==> src/rtl/core/assert_macros.svh <==
// ----------------------------------------------------------------------------
// assert_macros
// concurrent assertion helpers, compiled out when NO_ASSERTIONS is set
// ----------------------------------------------------------------------------
`ifndef ASSERT_MACROS_SVH
`define ASSERT_MACROS_SVH

`ifndef NO_ASSERTIONS

`define ASSERT_PROP(name, clk, rst_n, prop) \
  name: assert property (@(posedge clk) disable iff (!rst_n) prop) \
    else $error("assertion failed");

`define ASSERT_NEVER(name, clk, rst_n, expr) \
  name: assert property (@(posedge clk) disable iff (!rst_n) !(expr)) \
    else $error("forbidden condition seen");

`else

`define ASSERT_PROP(name, clk, rst_n, prop)

`define ASSERT_NEVER(name, clk, rst_n, expr)

`endif

`endif

==> src/rtl/core/pnt_pkg.sv <==
// ----------------------------------------------------------------------------
// pnt_pkg
// shared constants and types of the perlin noise texture generator
// ----------------------------------------------------------------------------
`default_nettype none

package pnt_pkg;

  localparam int MAX_DIM     = 4096;
  localparam int FRAC_BITS   = 16;

  localparam int PIX_W       = 12;
  localparam int SCALE_W     = 16;
  localparam int ZOFF_W      = 24;
  localparam int ZOFF_FRAC   = 16;
  localparam int CFG_DIM_W   = 13;
  localparam int CFG_DATA_W  = 24;
  localparam int CFG_IDX_W   = 2;

  localparam int DIM_W       = $clog2(MAX_DIM + 1);
  localparam int REM_W       = DIM_W + 1;
  localparam int NUM_SHIFT   = FRAC_BITS - 8;
  localparam int NUM_W       = PIX_W + SCALE_W + NUM_SHIFT;
  localparam int COORD_W     = 8 + FRAC_BITS;

  localparam int TABLE_DEPTH = 256;
  localparam int FIFO_DEPTH  = 4;
  localparam int FIFO_AW     = $clog2(FIFO_DEPTH);

  localparam logic [7:0] ALPHA_BYTE = 8'hff;

  typedef enum logic {
    OP_LOAD = 1'b0,
    OP_EVAL = 1'b1
  } op_e;

  typedef enum logic [CFG_IDX_W-1:0] {
    REG_NOISE_SCALE  = 2'd0,
    REG_Z_OFFSET     = 2'd1,
    REG_IMAGE_WIDTH  = 2'd2,
    REG_IMAGE_HEIGHT = 2'd3
  } cfg_reg_e;

  typedef struct packed {
    op_e                op;
    logic [7:0]         idx;
    logic [7:0]         val;
    logic [COORD_W-1:0] cx;
    logic [COORD_W-1:0] cy;
  } item_t;

  typedef struct packed {
    logic [SCALE_W-1:0] scale;
    logic [DIM_W-1:0]   dim_x;
    logic [DIM_W-1:0]   dim_y;
  } front_cfg_t;

endpackage

`default_nettype wire

==> src/rtl/core/pnt_fifo.sv <==
// ----------------------------------------------------------------------------
// pnt_fifo
// short queue between the coordinate front end and the noise back end
// ----------------------------------------------------------------------------
`default_nettype none

`include "assert_macros.svh"

module pnt_fifo (
  input  logic            clk_i,
  input  logic            rst_ni,
  input  logic            push_i,
  input  pnt_pkg::item_t  data_i,
  input  logic            pop_i,
  output pnt_pkg::item_t  data_o,
  output logic            valid_o,
  output logic            full_o
);
  import pnt_pkg::*;

  item_t              mem_q [FIFO_DEPTH];
  logic [FIFO_AW-1:0] wr_ptr_q;
  logic [FIFO_AW-1:0] rd_ptr_q;
  logic [FIFO_AW:0]   count_q;
  logic [FIFO_AW:0]   count_d;

  always_comb begin
    count_d = count_q;
    if (push_i && !pop_i) begin
      count_d = count_q + 1'b1;
    end else if (pop_i && !push_i) begin
      count_d = count_q - 1'b1;
    end
  end

  always_ff @(posedge clk_i or negedge rst_ni) begin
    if (!rst_ni) begin
      wr_ptr_q <= '0;
      rd_ptr_q <= '0;
      count_q  <= '0;
    end else begin
      if (push_i) begin
        wr_ptr_q <= wr_ptr_q + 1'b1;
      end
      if (pop_i) begin
        rd_ptr_q <= rd_ptr_q + 1'b1;
      end
      count_q <= count_d;
    end
  end

  always_ff @(posedge clk_i) begin
    if (push_i) begin
      mem_q[wr_ptr_q] <= data_i;
    end
  end

  assign data_o  = mem_q[rd_ptr_q];
  assign valid_o = (count_q != '0);
  assign full_o  = (count_q == (FIFO_AW+1)'(FIFO_DEPTH));

  `ASSERT_PROP(a_push_not_full, clk_i, rst_ni, push_i |-> !full_o)
  `ASSERT_PROP(a_pop_not_empty, clk_i, rst_ni, pop_i |-> valid_o)
  `ASSERT_PROP(a_count_up, clk_i, rst_ni, (push_i && !pop_i) |=> (count_q == $past(count_q) + 1'b1))

endmodule

`default_nettype wire

==> config.mk <==
export PLATFORM = sky130hd
export DESIGN_NAME = pnt_fifo
export DESIGN_NICKNAME = d
export VERILOG_FILES = /design/src/rtl/core/pnt_pkg.sv /design/src/rtl/core/pnt_fifo.sv
export VERILOG_INCLUDE_DIRS = /design/src /design/src/rtl/core
export SDC_FILE = /design/constraint.sdc
export NUM_CORES = 1
export LEC_CHECK = 0
export BUFFER_PORTS_ARGS = -buffer_cell sky130_fd_sc_hd__buf_2
export CAP_MARGIN = 10
export CORE_MARGIN = 2
export CORE_UTILIZATION = 35
export CTS_CLUSTER_DIAMETER = 40
export DETAILED_ROUTE_END_ITERATION = 16
export GPL_ROUTABILITY_DRIVEN = 0
export MAX_ROUTING_LAYER = met4
export SYNTH_ARGS = -nofsm -noshare
export SYNTH_HDL_FRONTEND = slang
export SYNTH_SLANG_ARGS = --single-unit
==> constraint.sdc <==
create_clock -name clk_i -period 2.5 [get_ports clk_i]
set_clock_uncertainty 0.1 [all_clocks]
set_input_delay 0.25 -clock clk_i [delete_from_list [all_inputs] [get_ports clk_i]]
set_output_delay 0.25 -clock clk_i [all_outputs]
set_load 0.005 [all_outputs]
; Word level (Yosys, flattened, before mapping)
; Memory sizes are Yosys's and may differ from the RTL's.
; Index checks and enable logic that the tools add are counted.
[word_totals]
ramBits = 260
in_bits = 69
register_bits = 7
memories = 1
[classes]
n_addsub = 4
n_eq_ne = 1
n_reduce_logical = 6
n_mux = 4
[memory_table]
columns = memory, words, word_bits, read_ports, rd_clocked_by_memory_dff, wr, line_no
row1 = mem_q, 4, 65, 1, 0, 1, pnt_fifo.sv:21  ; item_t mem_q [FIFO_DEPTH];
[op_table]
columns = cell, n
row1 = $mux W3, 2
row2 = $add A2 B1 Y2 const B, 2
row3 = $add A3 B1 Y3 const B, 1
row4 = $eq A3 B3 Y1 const B, 1
row5 = $reduce_bool A3 Y1, 1
row6 = $sub A3 B1 Y3 const B, 1
row7 = $logic_and A1 B1 Y1, 2
row8 = $logic_not A1 Y1, 2
row9 = $mux W1, 2
row10 = $reduce_bool A2 Y1, 1

; Longest topological paths before layout
[depth]
ltp_word = 4
depth_mapped = 7
ltp_nobuf = 7

; Worst setup path after synthesis
; Ideal clock, no wire load.
[synth_timing]
path_type = flip-flop to flip-flop
start = reg wr_ptr_q[0]
end = mem mem_q[2][0] (netlist name) (enable)
stages_incl_launch_ff = 4
required_time_ns = 1.970
path_slack_ns = -0.173
synth_period_minus_slack_ns = 2.673
arrival_ns = 2.143
setup_ns = 0.430
path_cell_list = dfrtp_1 -> inv_1 -> ha_1 -> and2_1
[synth_lines]
columns = item, line_no
row1 = from (decl), pnt_fifo.sv:22  ; logic [FIFO_AW-1:0] wr_ptr_q;
row2 = from (signal assigned), pnt_fifo.sv:43  ; wr_ptr_q <= wr_ptr_q + 1'b1;
row3 = to (decl), pnt_fifo.sv:21
; No word-level cell before the write port.

==> run metrics <==
minimum clock period 2390 ps; root buffer cell clkbuf_16; maximum vdd drop 588 uV; Slew @ Worst Pin 514 ps; Max-Cap Viols 0; H-tree depth 2; Cells after Synth around 370; Crit path max-delay family multiplexers; Rows 61; Yosys Warn Count 0; RSZ-0062 raised after global routing no; initial antenna violation count 0; Levels on crit path 3; critical path launch point type flip-flop; Static Leak ~4.5 nW; Synth area leader edfxtp_1; Worst Setup End Kind output pin; FILL cells 2296; total power ~15 mW; end of the worst register-to-register path mem_q[1][47]; CP Buf/Inv Count 2; # setup viols final 0; DP Area 0.0110 sq mm; Critical Path RT 2150 ps; worst reg-to-reg setup slack 640 ps; register area share after synthesis between 80% and 90%; Mapped Avg Cell Area 26.2 sq um; Inserted Diodes 0; CP Launch Point rd_ptr_q[0]; first-pass GRT wire length just under 30 mm; 1st-iter DRT viols around 290; metal3 WL 999 um; via count 4690; Finished Core Util 47.0%; CTS Sinks 267; HP Class in2async; top-area cell type share of the netlist area 79.6%; CP max FO 46; post-synth net total 449; final period utilization 95.8%; largest net degree at the start of global routing 66; Synth Cell Area between 0.009 and 0.01 sq mm; clock latency on the worst-skew pair 500 ps; Wirelength per Cell 18.7 um; power density cells 1170 mW/mm^2; Via-to-Cell Ratio 4.60; Setup CP Type reg2out; CTS Buf Count 37; Synth Register Bits roughly 270; clk slew on worst S/H paths 50 ps; crit-path cells buf_16 > mux4_2 > buf_2; Final HPWL DP 11.3 mm; reg2reg start wr_ptr_q[1]; vias in the first global route 5252; reg2reg path depth 4; critical path endpoint data_o[44]; die width 171 um; final hold violations 0; run status finished, final reports clean; footprint of the multi-input gates 0.00168 sq mm; Bufs on Longest Clock Path 3; drt drc 0; top layer reached by signal wires met4; top post-synthesis cells by area edfxtp_1 80%, mux4_2 15%, dfrtp_1 1.8%; routed length on met1 7.72 mm; Fmax 0.418 GHz; area taken by flip-flops and latches 0.00799 sq mm; Slowest cell on crit path mux4_2; input/output buffers 135; clock tree from TritonCTS yes; WL met2 9.89 mm; Slew Limit Fails 0; Die ar. 0.0294 sq mm; IO Pins 136; setup TNS 0 ps; area grow syn2layout 32.7%; Starting Density between 30% and 40%; final net count 691; post-route cell area between 0.01 and 0.015 sq mm; layout cells sized above 1 43.5%; Total Routing Usage GR 13.6%; slowest stage delay, CP 570 ps; CP arrival 2040 ps; grt ovf 0; Slew headroom 65.7%; Post-Route WL 19.0 mm; DR pass1 iterations 4; Die Span Y roughly 170 um; Yosys cell types 20; core box area roughly 0.028 sq mm; antenna viol nets, final 0
==> cell families after synthesis <==
group	count (synthesis)	share of synthesized area, %
adders and majority gates	6	0.842
and+or+nand+nor	9	0.510
xor gates and xnor gates	6	0.536
DFF	267	81.4
muxes	66	15.0
AOI/OAI and AO/OA	1	0.0510
buffers and inverters	19	1.65
==> power by group <==
group	internal [mW]	switching (mW)
Combinational	1.99	1.82
Clock	3.46	1.83
Sequential	5.87	0.285
==> worst min-delay path by stage <==
stage / cells after the start / endpoint / slack [ps] / start
finish: 2 / count_q[2] / 40 / rst_ni
global route: 2 / rd_ptr_q[0] / 40 / rst_ni
CTS: 2 / wr_ptr_q[0] / 20 / rst_ni
detailed placement: 1 / count_q[0] / 10 / rst_ni
global placement: 1 / count_q[2] / 6 / rst_ni
floorplan: 0 / count_q[0] / -150 / rst_ni
==> cells in the final DEF (no fill, tap or decap), types with 2 or more instances in the layout <==
| cell | instances |
|---|---|
| edfxtp_1 | 260 |
| buf_2 | 135 |
| dlygate4sd3_1 | 68 |
| mux4_2 | 65 |
| clkbuf_16 | 39 |
| buf_12 | 7 |
| bufinv_16 | 6 |
| buf_4 | 6 |
| ha_1 | 5 |
| dfrtp_1 | 5 |
| inv_1 | 4 |
| and2_4 | 4 |
| xor2_1 | 4 |
| inv_6 | 4 |
| clkinvlp_4 | 4 |
| clkinv_1 | 4 |
| clkbuf_1 | 3 |
| clkinv_2 | 3 |
| xnor2_1 | 2 |
| nand2_1 | 2 |
| buf_16 | 2 |
| dfrtp_4 | 2 |
==> cell usage after synthesis, drive strengths merged <==
library cell  number
mux4              65
nor3b              1
nor2               1
and2               4
inv                4
nand2              2
fa                 1
o21ai              1
or3                1
mux2               1
buf               13
xor2               4
edfxtp           260
dfrtp              7
xnor2              2
ha                 5
clkbuf             2
==> worst register-to-register path: cells and delay by family, from the launching register on <==
kind / cells / cell delay [ps]
buffers and inverters: 2 / 420
adder cells (fa/ha/maj): 1 / 160
flip-flops: 1 / 390
AND/OR/NAND/NOR: 1 / 480
==> state kept, by name (all words and copies together) (netlist names) <==
name      cells
mem_q       260
count_q       3
rd_ptr_q      2
wr_ptr_q      2
==> through the flow <==
| stage | hold WS [ps] | setup WS [ps] | std cells |
|---|---|---|---|
| 2_1_floorplan | -146 | 533 | 374 |
| 3_3_place_gp | 6.07 | 541 | 886 |
| 6_report | 37.2 | 106 | 1019 |
| 3_5_place_dp | 10.5 | 553 | 886 |
| 5_1_grt | 39.2 | 0.613 | 1019 |
| 4_1_cts | 16.5 | 5.72 | 1018 |
==> cell type report <==
cell class | instances | area share [%]
Tap cell | 378 | 3.63
Clock inverter | 22 | 2.18
Sequential cell | 267 | 61.4
Clock buffer | 42 | 7.58
Multi-Input combinational cell | 88 | 12.9
Timing Repair Buffer | 218 | 12.3
Inverter | 4 | 0.115
==> timing repair <==
item | CTS | global route
gates resized for setup | 0 | 1
hold buffers | 68 | 0
setup buffers | 0 | 1
endpoints found under the hold margin | 271 | 0
setup endpoints to repair | 0 | 15
==> per-layer routing <==
metal	up-vias	global-route usage, %
li1	2099	-
met1	2413	16.2
met2	141	23.1
met3	37	3.24
met4	0	4.31
met5	-	-
Power figures use the tool's default switching activity.
